===== src/hdl/odo_pkg.sv =====
// ----------------------------------------------------------------------------
// odo_pkg
// Shared types, constants and the CORDIC arctangent table for the
// differential-drive odometry block.
// ----------------------------------------------------------------------------
`default_nettype none

package odo_pkg;

  localparam int CORDIC_STEPS_DEF = 24;
  localparam int TICK_WIDTH_DEF   = 16;

  localparam int CFG_INDEX_W = 8;
  localparam int CFG_DATA_W  = 32;

  localparam logic [CFG_INDEX_W-1:0] REG_TICK_DISTANCE = 8'd0;
  localparam logic [CFG_INDEX_W-1:0] REG_HEADING_GAIN  = 8'd1;

  // CORDIC working width: Q2.30 vector plus guard bits
  localparam int CW = 34;
  localparam logic [CW-1:0] CORDIC_INIT = 34'd652032874;

  typedef enum logic [3:0] {
    S_IDLE,
    S_MUL_D,
    S_MUL_T,
    S_ANGLE,
    S_CORDIC,
    S_MXL,
    S_MXH,
    S_MYL,
    S_MYH,
    S_AY1,
    S_AY2,
    S_DONE
  } state_t;

  function automatic logic [31:0] atan_entry(input logic [4:0] idx);
    logic [31:0] v;
    case (idx)
      5'd0:    v = 32'd536870912;
      5'd1:    v = 32'd316933406;
      5'd2:    v = 32'd167458907;
      5'd3:    v = 32'd85004756;
      5'd4:    v = 32'd42667331;
      5'd5:    v = 32'd21354465;
      5'd6:    v = 32'd10679838;
      5'd7:    v = 32'd5340245;
      5'd8:    v = 32'd2670163;
      5'd9:    v = 32'd1335087;
      5'd10:   v = 32'd667544;
      5'd11:   v = 32'd333772;
      5'd12:   v = 32'd166886;
      5'd13:   v = 32'd83443;
      5'd14:   v = 32'd41722;
      5'd15:   v = 32'd20861;
      5'd16:   v = 32'd10430;
      5'd17:   v = 32'd5215;
      5'd18:   v = 32'd2608;
      5'd19:   v = 32'd1304;
      5'd20:   v = 32'd652;
      5'd21:   v = 32'd326;
      5'd22:   v = 32'd163;
      5'd23:   v = 32'd81;
      5'd24:   v = 32'd41;
      5'd25:   v = 32'd20;
      5'd26:   v = 32'd10;
      5'd27:   v = 32'd5;
      5'd28:   v = 32'd3;
      5'd29:   v = 32'd1;
      5'd30:   v = 32'd1;
      default: v = 32'd0;
    endcase
    return v;
  endfunction

endpackage

`default_nettype wire


===== src/hdl/differential_drive_odometry_top.sv =====
// ----------------------------------------------------------------------------
// differential_drive_odometry_top
// Dead-reckoning pose update for a differential-drive base.
// ----------------------------------------------------------------------------
// Each input transaction carries signed left and right encoder tick deltas and
// returns one result transaction with the updated x, y (signed Q16.16 metres,
// saturating) and heading (binary angle, 2^32 per turn). An item occupies the
// block from acceptance until its result is registered, and no new item is
// accepted meanwhile: one iterative CORDIC unit takes most of that time, and
// one shared multiplier runs six products in turn around it. A finished result
// sits in an output register, so the next item may be accepted while it waits.
// Configuration writes are always ready.
// ----------------------------------------------------------------------------
`default_nettype none

module differential_drive_odometry_top #(
  parameter int CORDIC_STEPS = odo_pkg::CORDIC_STEPS_DEF,
  parameter int TICK_WIDTH   = odo_pkg::TICK_WIDTH_DEF
) (
  input  wire logic                             clk,
  input  wire logic                             rst,
  input  wire logic                             cfg_valid,
  output logic                                  cfg_ready,
  input  wire logic [odo_pkg::CFG_INDEX_W-1:0]  cfg_index,
  input  wire logic [odo_pkg::CFG_DATA_W-1:0]   cfg_data,
  input  wire logic                             in_valid,
  output logic                                  in_stall,
  input  wire logic signed [TICK_WIDTH-1:0]     left_ticks,
  input  wire logic signed [TICK_WIDTH-1:0]     right_ticks,
  output logic                                  out_valid,
  input  wire logic                             out_stall,
  output logic signed [31:0]                    pos_x,
  output logic signed [31:0]                    pos_y,
  output logic [31:0]                           heading
);
  import odo_pkg::*;

  localparam int MW  = TICK_WIDTH + 1;
  localparam int A_W = (MW > 24) ? MW : 24;
  localparam int PW  = A_W + 32;

  state_t state, state_next;

  logic [31:0] tick_distance, heading_gain;
  logic signed [31:0] x_acc, y_acc;
  logic [31:0] angle_acc;

  logic [MW-1:0] smag, tmag;
  logic          dneg, tneg, flip;
  logic [47:0]   travel;
  logic [31:0]   cxm, cym;
  logic          xneg, yneg;
  logic [55:0]   plo;
  logic [49:0]   mag;

  logic [A_W-1:0] mul_a;
  logic [31:0]    mul_b;
  logic [PW-1:0]  mul_p;

  logic cordic_start, cordic_done;
  logic signed [CW-1:0] cordic_z, cordic_x, cordic_y;

  // input magnitudes
  logic signed [MW-1:0] sum_s, diff_s;
  always_comb begin
    sum_s  = MW'(left_ticks) + MW'(right_ticks);
    diff_s = MW'(right_ticks) - MW'(left_ticks);
  end

  // distance and turn rounding
  logic [PW:0]  dsum;
  logic [41:0]  tsum, hsum;
  logic [31:0]  turn, half, mid, mid_f;
  logic         flip_c;
  always_comb begin
    dsum   = (PW+1)'(mul_p) + (PW+1)'(17'h10000);
    tsum   = {1'b0, mul_p[40:0]} + 42'd128;
    hsum   = {1'b0, mul_p[40:0]} + 42'd256;
    turn   = tneg ? (32'd0 - tsum[39:8]) : tsum[39:8];
    half   = tneg ? (32'd0 - hsum[40:9]) : hsum[40:9];
    mid    = angle_acc + half;
    flip_c = mid[31] ^ mid[30];
    mid_f  = flip_c ? (mid + 32'h80000000) : mid;
    cordic_z = $signed(CW'($signed(mid_f)));
  end

  // CORDIC result magnitudes
  logic signed [CW-1:0] fx, fy, ax, ay;
  always_comb begin
    fx = flip ? -cordic_x : cordic_x;
    fy = flip ? -cordic_y : cordic_y;
    ax = fx[CW-1] ? -fx : fx;
    ay = fy[CW-1] ? -fy : fy;
  end

  // rounded magnitude of D * c / 2^30 from two 24-bit partial products
  logic [80:0] msum;
  always_comb begin
    msum = 81'(plo) + {1'b0, mul_p[55:0], 24'd0} + 81'h20000000;
  end

  function automatic logic signed [31:0] sat_add(input logic signed [31:0] acc,
                                                 input logic [49:0] m,
                                                 input logic neg);
    logic signed [51:0] d, s;
    d = neg ? -$signed(52'(m)) : $signed(52'(m));
    s = 52'(acc) + d;
    if (s > 52'sd2147483647) begin
      return 32'sh7FFFFFFF;
    end else if (s < -52'sd2147483648) begin
      return 32'sh80000000;
    end
    return s[31:0];
  endfunction

  odo_mul #(.A_W(A_W)) u_mul (
    .clk (clk),
    .a   (mul_a),
    .b   (mul_b),
    .p   (mul_p)
  );

  odo_cordic #(.CORDIC_STEPS(CORDIC_STEPS)) u_cordic (
    .clk   (clk),
    .rst   (rst),
    .start (cordic_start),
    .z_in  (cordic_z),
    .done  (cordic_done),
    .cx    (cordic_x),
    .cy    (cordic_y)
  );

  logic in_accept, out_free;
  assign in_accept = in_valid && !in_stall;
  assign out_free  = !out_valid || !out_stall;
  assign cfg_ready = 1'b1;

  // next state
  always_comb begin
    state_next = state;
    case (state)
      S_IDLE:   if (in_valid) state_next = S_MUL_D;
      S_MUL_D:  state_next = S_MUL_T;
      S_MUL_T:  state_next = S_ANGLE;
      S_ANGLE:  state_next = S_CORDIC;
      S_CORDIC: if (cordic_done) state_next = S_MXL;
      S_MXL:    state_next = S_MXH;
      S_MXH:    state_next = S_MYL;
      S_MYL:    state_next = S_MYH;
      S_MYH:    state_next = S_AY1;
      S_AY1:    state_next = S_AY2;
      S_AY2:    state_next = S_DONE;
      S_DONE:   if (out_free) state_next = S_IDLE;
      default:  state_next = S_IDLE;
    endcase
  end

  // sequencer outputs
  always_comb begin
    in_stall     = (state != S_IDLE);
    cordic_start = (state == S_ANGLE);
    mul_a        = A_W'(travel[23:0]);
    mul_b        = cxm;
    case (state)
      S_MUL_D: begin
        mul_a = A_W'(smag);
        mul_b = tick_distance;
      end
      S_MUL_T: begin
        mul_a = A_W'(tmag);
        mul_b = heading_gain;
      end
      S_MXL: begin
        mul_a = A_W'(travel[23:0]);
        mul_b = cxm;
      end
      S_MXH: begin
        mul_a = A_W'(travel[47:24]);
        mul_b = cxm;
      end
      S_MYL: begin
        mul_a = A_W'(travel[23:0]);
        mul_b = cym;
      end
      S_MYH: begin
        mul_a = A_W'(travel[47:24]);
        mul_b = cym;
      end
      default: begin
        mul_a = A_W'(travel[23:0]);
        mul_b = cxm;
      end
    endcase
  end

  always_ff @(posedge clk) begin
    if (rst) begin
      state         <= S_IDLE;
      tick_distance <= '0;
      heading_gain  <= '0;
      x_acc         <= '0;
      y_acc         <= '0;
      angle_acc     <= '0;
      out_valid     <= 1'b0;
    end else begin
      state <= state_next;
      if (cfg_valid && cfg_ready) begin
        case (cfg_index)
          REG_TICK_DISTANCE: tick_distance <= cfg_data;
          REG_HEADING_GAIN:  heading_gain  <= cfg_data;
          default: ;
        endcase
      end
      if (state == S_ANGLE) angle_acc <= angle_acc + turn;
      if (state == S_MYH)   x_acc <= sat_add(x_acc, mag, dneg ^ xneg);
      if (state == S_AY2)   y_acc <= sat_add(y_acc, mag, dneg ^ yneg);
      if (state == S_DONE && out_free) begin
        out_valid <= 1'b1;
      end else if (!out_stall) begin
        out_valid <= 1'b0;
      end
    end
  end

  // datapath registers
  always_ff @(posedge clk) begin
    if (in_accept) begin
      smag <= sum_s[MW-1]  ? MW'(-sum_s)  : MW'(sum_s);
      tmag <= diff_s[MW-1] ? MW'(-diff_s) : MW'(diff_s);
      dneg <= sum_s[MW-1];
      tneg <= diff_s[MW-1];
    end
    if (state == S_MUL_T) travel <= 48'(dsum >> 17);
    if (state == S_ANGLE) flip <= flip_c;
    if (state == S_CORDIC && cordic_done) begin
      cxm  <= ax[31:0];
      cym  <= ay[31:0];
      xneg <= fx[CW-1];
      yneg <= fy[CW-1];
    end
    if (state == S_MXH || state == S_MYH) plo <= mul_p[55:0];
    if (state == S_MYL || state == S_AY1) mag <= msum[79:30];
    if (state == S_DONE && out_free) begin
      pos_x   <= x_acc;
      pos_y   <= y_acc;
      heading <= angle_acc;
    end
  end

endmodule

`default_nettype wire


===== src/hdl/odo_mul.sv =====
// ----------------------------------------------------------------------------
// odo_mul
// Shared unsigned multiplier with a registered product.
// ----------------------------------------------------------------------------
`default_nettype none

module odo_mul #(
  parameter int A_W = 24
) (
  input  wire logic             clk,
  input  wire logic [A_W-1:0]   a,
  input  wire logic [31:0]      b,
  output logic      [A_W+31:0]  p
);

  always_ff @(posedge clk) begin
    p <= (A_W+32)'(a) * (A_W+32)'(b);
  end

endmodule

`default_nettype wire


===== src/hdl/odo_cordic.sv =====
// ----------------------------------------------------------------------------
// odo_cordic
// Iterative rotation-mode CORDIC, one micro-rotation per cycle.
// ----------------------------------------------------------------------------
`default_nettype none

module odo_cordic #(
  parameter int CORDIC_STEPS = odo_pkg::CORDIC_STEPS_DEF
) (
  input  wire logic                       clk,
  input  wire logic                       rst,
  input  wire logic                       start,
  input  wire logic signed [odo_pkg::CW-1:0] z_in,
  output logic                            done,
  output logic signed [odo_pkg::CW-1:0]   cx,
  output logic signed [odo_pkg::CW-1:0]   cy
);
  import odo_pkg::*;

  localparam int IW = $clog2(CORDIC_STEPS);

  logic          running;
  logic [IW-1:0] step;
  logic signed [CW-1:0] z;

  logic signed [CW-1:0] xs, ys, at;
  logic signed [CW-1:0] cx_next, cy_next, z_next;
  logic last;

  always_comb begin
    xs   = cx >>> step;
    ys   = cy >>> step;
    at   = $signed(CW'(atan_entry(5'(step))));
    last = (step == IW'(CORDIC_STEPS - 1));
    if (!z[CW-1]) begin
      cx_next = cx - ys;
      cy_next = cy + xs;
      z_next  = z - at;
    end else begin
      cx_next = cx + ys;
      cy_next = cy - xs;
      z_next  = z + at;
    end
  end

  always_ff @(posedge clk) begin
    if (rst) begin
      running <= 1'b0;
      done    <= 1'b0;
      step    <= '0;
    end else begin
      done <= 1'b0;
      if (start) begin
        running <= 1'b1;
        step    <= '0;
      end else if (running) begin
        step <= step + 1'b1;
        if (last) begin
          running <= 1'b0;
          done    <= 1'b1;
        end
      end
    end
  end

  always_ff @(posedge clk) begin
    if (start) begin
      cx <= $signed(CORDIC_INIT);
      cy <= '0;
      z  <= z_in;
    end else if (running) begin
      cx <= cx_next;
      cy <= cy_next;
      z  <= z_next;
    end
  end

endmodule

`default_nettype wire

===== config.mk =====
export PLATFORM = sky130hd
export DESIGN_NAME = differential_drive_odometry_top
export DESIGN_NICKNAME = d
export VERILOG_FILES = /design/src/hdl/odo_pkg.sv /design/src/hdl/differential_drive_odometry_top.sv /design/src/hdl/odo_mul.sv /design/src/hdl/odo_cordic.sv
export SDC_FILE = /design/constraint.sdc
export NUM_CORES = 2
export LEC_CHECK = 0
export BUFFER_PORTS_ARGS = -buffer_cell sky130_fd_sc_hd__clkbuf_2
export CORE_MARGIN = 4
export CORE_UTILIZATION = 55
export DETAILED_ROUTE_END_ITERATION = 10
export PLACE_DENSITY = 0.73
export SLEW_MARGIN = 30
export SYNTH_ARGS = -nofsm -noshare
export SYNTH_HDL_FRONTEND = slang
export SYNTH_SLANG_ARGS = --single-unit

===== constraint.sdc =====
create_clock -name clk -period 10.4 [get_ports clk]
set_clock_uncertainty 0.2 [all_clocks]
set_input_delay 0.52 -clock clk [delete_from_list [all_inputs] [get_ports clk]]
set_output_delay 0.52 -clock clk [all_outputs]
set_load 0.01 [all_outputs]

== Word-level counts from Yosys, hierarchy flattened ==
Memory sizes are Yosys's and may differ from the RTL's. A register that Yosys moved wholly into a read port is not among the register bits.
Index checks and enable logic that the tools add are counted.

* Register bits: 675
* Bits in read-only memories: 960
* Logic and storage cells: 152
* Output and inout bits: 99
* Memories kept: 1

* Reductions and logical operators: 20
* Mux-type cells: 44
* Bitwise logic cells: 4
* Add/sub/neg operators: 28
* Shifts and indexed selects: 2
* Eq/ne operators: 17
* Multipliers: 1
* Magnitude comparators: 4

{| class="wikitable"
|+ Memory list
! memory !! words !! width !! rd ports !! clocked after Yosys merged registers in !! write ports !! line !! RTL
|-
| (no name shown) || 32 || 30 || 1 || 1 || 0 || odo_pkg.sv:40 || <nowiki>case (idx)</nowiki>
|}

{| class="wikitable"
|+ Operator list
! cell !! count
|-
| $mux 32 || 11
|-
| $mux 34 || 7
|-
| $add 32x52->52 || 2
|-
| $gt 52x32->1 const B || 2
|-
| $lt 52x32->1 const B || 2
|-
| $mux 52 || 2
|-
| $pmux 32 s3 || 1
|-
| $add 56x80->80 || 1
|-
| $add 80x30->80 const B || 1
|-
| $pmux 24 s3 || 1
|-
| $add 34x34->34 || 2
|-
| $neg 34->34 || 2
|-
| $sshr 34x5->34 || 2
|-
| $sub 34x34->34 || 2
|-
| $add 32x32->32 || 2
|-
| $neg 32->32 || 2
|-
| $sub 1x32->32 const A || 2
|-
| $add 56x17->57 const B || 1
|-
| $mul 24x32->56 || 1
|-
| $neg 50->52 || 1
|-
| $pmux 4 s12 || 1
|-
| $add 41x9->41 const B || 1
|-
| $add 40x8->40 const B || 1
|-
| $add 34x33->34 || 1
|-
| 31 further kinds || 69
|}

== Depth between registers and ports, before layout ==
* Depth in word-level cells: 9
* Mapped depth: 39
* Depth with buffers taken out: 35

== Cells and area by module ==
A second synthesis with hierarchy kept.

* Cells, all modules: 9539
* Area total of the unflattened synthesis: 82103.7 µm²

{| class="wikitable"
|+ By module, submodules not included
! module !! cells each !! times used !! area an instance (µm²)
|-
| differential_drive_odometry_top || 4507 || 1 || 38684.6
|-
| odo_mul || 2905 || 1 || 26038.7
|-
| odo_cordic || 2127 || 1 || 17380.4
|}

== Worst setup path after synthesis ==
Ideal clock, no wire load.

* Path type: register to register
* Start: register state[0]
* End: register u_mul.p[50]
* Path buffers: 3
* Stages on the path, launching flop included: 34
* Path slack: 0.131 ns
* Clock period less this slack: 10.269 ns
* Arrival time: 9.949 ns
* Cells stage by stage: dfxtp_1 -> nand2b_1 -> nor3_1 -> clkbuf_1 -> clkbuf_1 -> a222oi_1 -> nand2_1 -> clkbuf_1 -> nand2_1 -> fa_1 -> inv_1 -> fa_1 -> inv_1 -> fa_1 -> fa_1 -> inv_1 -> fa_1 -> fa_1 -> inv_1 -> fa_1 -> inv_1 -> ha_1 -> nand3_1 -> or2_2 -> or4_1 -> a31oi_1 -> nor2_1 -> a21oi_1 -> a31oi_1 -> a31o_2 -> o31ai_1 -> o31a_1 -> o22ai_1 -> xnor2_1

* Cells in the longest elaborated chain, start to end: 4
* Elaborated cells on any way between the ends: 10

{| class="wikitable"
|+ RTL lines
! element !! line !! RTL
|-
| start, declared || differential_drive_odometry_top.sv:42 || <nowiki>state_t state, state_next;</nowiki>
|-
| start signal, assigned || differential_drive_odometry_top.sv:206 || <nowiki>state <= state_next;</nowiki>
|-
| $eq 4x3->1 or $eq 4x4->1 (tied branches) || differential_drive_odometry_top.sv:164 || <nowiki>case (state)</nowiki>
|-
| $reduce_or 2->1 (no line) || - ||
|-
| $pmux 24 s3 or $pmux 32 s3 (tied branches) || differential_drive_odometry_top.sv:164 ||
|-
| $mul 24x32->56 (*) || odo_mul.sv:17 || <nowiki>p <= (A_W+32)'(a) * (A_W+32)'(b);</nowiki>
|-
| end signal, assigned || odo_mul.sv:17 ||
|-
| end, declared || odo_mul.sv:13 || <nowiki>output logic [A_W+31:0] p</nowiki>
|}

Every way passes the cells marked *; elsewhere a longest branch is shown, timed or not.
A chain may end at the register's enable or synchronous reset.

== Worst setup path in the final report ==
Same ends and word-level chain as after synthesis.

==> results by stage <==
Routing:
- After detailed routing, the average wire length per cell comes to 22.67 um.
- The routed wire length is 253.1 mm.
- The DRC violation count after routing is 0.
- Before antenna repair, the detailed router went through 10 iterations.
- In this run the remaining antenna-violating nets after routing total 0.
- After detailed routing, the number of vias per cell comes to 6.109.
- The first-iteration detailed-routing DRC count is 6825.
- The total via count after detailed routing is 68204.

CTS:
- Counting every sink on the clock net gives 680.
- The latest clock arrival within the worst-skew pair is 700 ps.
- The cell at the root of the clock tree is sky130_fd_sc_hd__clkbuf_16.
- Clock-pin slew was measured on the worst setup and hold paths at 60 ps.
- The maximum number of buffers from clock root to sink is 3.
- Buffers inserted during clock tree synthesis total 80.
- The H-tree was split into 3 levels.
- The TritonCTS clock tree is yes.

Worst setup path:
- Among the stages of the critical path, the cell type that occurs most often is sky130_fd_sc_hd__fa_1.
- For this run, the slowest stage of the critical path takes 600 ps.
- The worst reg-to-reg setup slack is 190 ps.
- The critical-path cell with the highest stage delay is sky130_fd_sc_hd__a222oi_1.
- The largest fanout on the critical path is 27.
- STA puts the critical path data arrival time at 10560 ps.
- The cell depth of the worst flop-to-flop path is 36.
- The capture point of the worst reg-to-reg path is u_mul.p[50].
- The critical register-to-register path startpoint is state[0].
- The setup path with the least slack is of type reg2reg.
- The required time at the endpoint of the critical path is 10750 ps.
- STA classifies the critical path endpoint as a flop.
- The nature of the critical path startpoint is a flop.

Floorplanning:
- The die extent in y is 385.8 um.
- The die is 385.8 um wide.
- The area of the core region is 0.1416 mm2.
- The standard-cell row count is 138.
- The initial standard-cell utilization of the core is 0.5544.
- Pin placement for this block handled 176 I/O pins.
- The die covers 0.1488 mm2.

Min path:
- The critical hold path startpoint is out_stall.
- The worst min-delay path category is in2reg.
- Along the worst hold path, the cell count comes to 3.
- The hold-critical path endpoint is out_valid.

Placement:
- The instance count after placement with tap cells included is 10979.
- The last weighted congestion value of the routability-driven placer is 1.026.
- The HPWL reported at the end of detailed placement is 200.4 mm.
- The number of buffers added on ports is 174.

GRT:
- The maximum number of pins on one net before global-route repair is 116.
- The via count of the first global-routing pass is 66203.
- The initial antenna violation count is 9.
- The overall fraction of global-route tracks in use is 0.3355.
- The global-route wire length before repair is 387.6 mm.
- The final global-route overflow total is 0.

Yosys:
- After synthesis, the largest family of logic cells by area is adder cells.
- The fraction of the mapped netlist area in compound gates is 0.1452.
- The distinct cell type count of the synthesized netlist is 102.
- For this run, the register share of the synthesized area comes to 0.2186.
- The async set-or-reset flop fraction in the synthesized netlist is 0.
- The per-instance average area after synthesis is 8.576 um2.
- Of the total synthesized cell area, the portion taken by XOR and XNOR cells is 0.09198.
- Of the total synthesized cell area, the portion taken by AND, OR, NAND and NOR gates is 0.1780.
- The fraction of the mapped netlist area in adder cells is 0.2594.
- The portion of synthesized area spent on multiplexers is 0.03974.
- During synthesis, Yosys emitted a total of 0 warnings.
- The post-synthesis instance area is 0.07849 mm2.
- The number of synthesized register bits is 680.
- When the netlist entered floorplanning its net count stood at 10456.
- Yosys mapped a number of flops with a built-in enable equal to 354.
- The flip-flop cell with the highest count after synthesis is sky130_fd_sc_hd__edfxtp_1.
- The number of cells produced by synthesis is 9152.

Finish:
- The final standard cell utilization of the core is 0.6016.
- Leaving out filler cells and counting taps, the final layout contains 11165.
- The library cells used most frequently in the layout, excluding fill and tap cells, are sky130_fd_sc_hd__nand2_1 (1093), sky130_fd_sc_hd__nor2_1 (1016), sky130_fd_sc_hd__inv_1 (905).
- The area growth from synthesis to layout is 8.523%.
- Leaving out fill and tap cells, the most frequent cell in the layout is sky130_fd_sc_hd__nand2_1.
- The number of fillers in the final layout is 12435.
- The fraction of final layout cells with drive strength greater than 1 is 0.08273.
- The number of nets in the layout is 10508.

STA:
- For the pin with the worst max-slew slack, the measured transition is 1048 ps.
- The number of slew-limit violations in the final report is 0.
- The final number of setup-violating endpoints is 0.
- For this run, the top clock speed supported by timing is 0.09798 GHz.
- The worst hold margin is 103.1 ps.
- The number of hold violations in the final report is 0.
- Setup total negative slack on the finished layout was measured at 0 ps.
- The shortest period the worst path allows is 10210 ps.
- The max-slew headroom at the worst pin is 0.2952.
- The final cycle utilization of the critical path is 0.9814.

Status:
- The flow ran to the end, and the final reports show no timing, DRC or antenna violations.

Run:
- The tool flagged a number of max-cap violations equal to 0.
-- worst max-delay path by stage --
| stage | to | startpoint | depth (start not counted) | slack [ps] |
|---|---|---|---|---|
| 6_report | u_mul.p[50] | state[0] | 36 | 190 |
| 5_1_grt | u_mul.p[50] | state[2] | 36 | -9 |
| 4_1_cts | u_mul.p[50] | state[0] | 37 | 170 |
| 3_5_place_dp | u_mul.p[50] | state[1] | 37 | 200 |
| 3_3_place_gp | u_mul.p[50] | state[1] | 37 | 380 |
| 2_1_floorplan | u_mul.p[50] | state[0] | 33 | 130 |
-- registers in the layout, indices dropped and copies added, names as in the netlist, 16 cells and up --
name / count
smag: 17
x_acc: 32
pos_x: 32
y_acc: 32
u_cordic.cy: 34
u_cordic.cx: 34
u_cordic.z: 34
u_mul.p: 56
mag: 50
u_cordic.at: 30
tick_distance: 32
heading_gain: 32
heading: 32
pos_y: 32
travel: 40
tmag: 16
angle_acc: 32
plo: 32
cym: 32
cxm: 32
-- per-stage QoR --
| step | setup slack [ps] | area (um2) |
|---|---|---|
| floorplan | 131.1 | 78490 |
| finish | 193.5 | 85180 |
| detailed placement | 203.9 | 82080 |
| CTS | 171.0 | 85110 |
| global placement | 376.4 | 82020 |
| global route | -9.237 | 85170 |
-- cell usage after synthesis (52+ instances only) --
master / count / area [um2]
sky130_fd_sc_hd__nand2_1: 1096 / 4114
sky130_fd_sc_hd__nor2_1: 1019 / 3825
sky130_fd_sc_hd__inv_1: 908 / 3408
sky130_fd_sc_hd__fa_1: 667 / 13350
sky130_fd_sc_hd__ha_1: 560 / 7007
sky130_fd_sc_hd__a21oi_1: 556 / 2783
sky130_fd_sc_hd__xnor2_1: 475 / 4160
sky130_fd_sc_hd__clkbuf_1: 381 / 1430
sky130_fd_sc_hd__edfxtp_1: 354 / 10630
sky130_fd_sc_hd__xor2_1: 343 / 3004
sky130_fd_sc_hd__dfxtp_1: 326 / 6526
sky130_fd_sc_hd__o21ai_0: 313 / 1567
sky130_fd_sc_hd__a21o_1: 178 / 1336
sky130_fd_sc_hd__nand3_1: 161 / 805.8
sky130_fd_sc_hd__nor3_1: 145 / 725.7
sky130_fd_sc_hd__and2_1: 96 / 600.6
sky130_fd_sc_hd__nand2b_1: 94 / 588.1
sky130_fd_sc_hd__or3_1: 92 / 575.6
sky130_fd_sc_hd__a31oi_1: 89 / 556.8
sky130_fd_sc_hd__mux4_2: 87 / 1959
sky130_fd_sc_hd__nand4_1: 73 / 456.7
sky130_fd_sc_hd__mux2i_1: 72 / 720.7
sky130_fd_sc_hd__o21a_1: 67 / 503.0
sky130_fd_sc_hd__and3_1: 65 / 406.6
sky130_fd_sc_hd__o32ai_1: 64 / 560.5
sky130_fd_sc_hd__o31ai_1: 53 / 397.9
sky130_fd_sc_hd__buf_1: 52 / 195.2
sky130_fd_sc_hd__nor2b_1: 52 / 325.3
sky130_fd_sc_hd__o21bai_1: 52 / 390.4
-- repair_timing --
item	4_1_cts	5_1_grt
hold endpoints to repair	75	0
buffers inserted	0	0
resized for setup	0	16
endpoints found under the setup margin	0	7
hold buffers	33	0
-- logic make-up (layout without fill, tap and decap cells) --
| logic type | count (synthesis) | count (layout) |
|---|---|---|
| xor gates and xnor gates | 821 | 821 |
| adders and majority gates | 1227 | 1227 |
| other | 1 | 5 |
| AOI/OAI and AO/OA | 1753 | 1753 |
| muxes | 198 | 198 |
| DFF | 680 | 680 |
| buffers and inverters | 1379 | 1498 |
| and+or+nand+nor | 3093 | 3093 |
-- layer usage --
metal,up-vias,GRT usage,part of all wire
li1,31308,-,-
met1,33106,0.4558,0.41
met2,3134,0.5300,0.45
met3,650,0.06123,0.089
met4,6,0.1382,0.051
met5,-,0,0.00014
-- critical path, delay by kind of cell (launching register included) --
| kind | cells | cell delay, ps |
|---|---|---|
| buf+inv | 10 | 1500 |
| simple gates | 9 | 1790 |
| compound gates | 8 | 2090 |
| xor+xnor | 1 | 150 |
| flops | 1 | 360 |
| fa+ha+maj | 8 | 3920 |
-- area by class of cell --
class / count / area, um2 / area share
Sequential cell: 680 / 17170 / 0.2016
Multi-Input combinational cell: 7093 / 56350 / 0.6615
Tap cell: 1890 / 2365 / 0.02776
Clock inverter: 51 / 568.0 / 0.006669
Timing Repair Buffer: 435 / 3162 / 0.03712
Antenna cell: 4 / 10.01 / 0.0001175
Inverter: 914 / 3432 / 0.04029
Clock buffer: 98 / 2130 / 0.02500
Power is not shown: default switching activity piles up to over one toggle a cycle in this logic, so the estimate is an artifact.
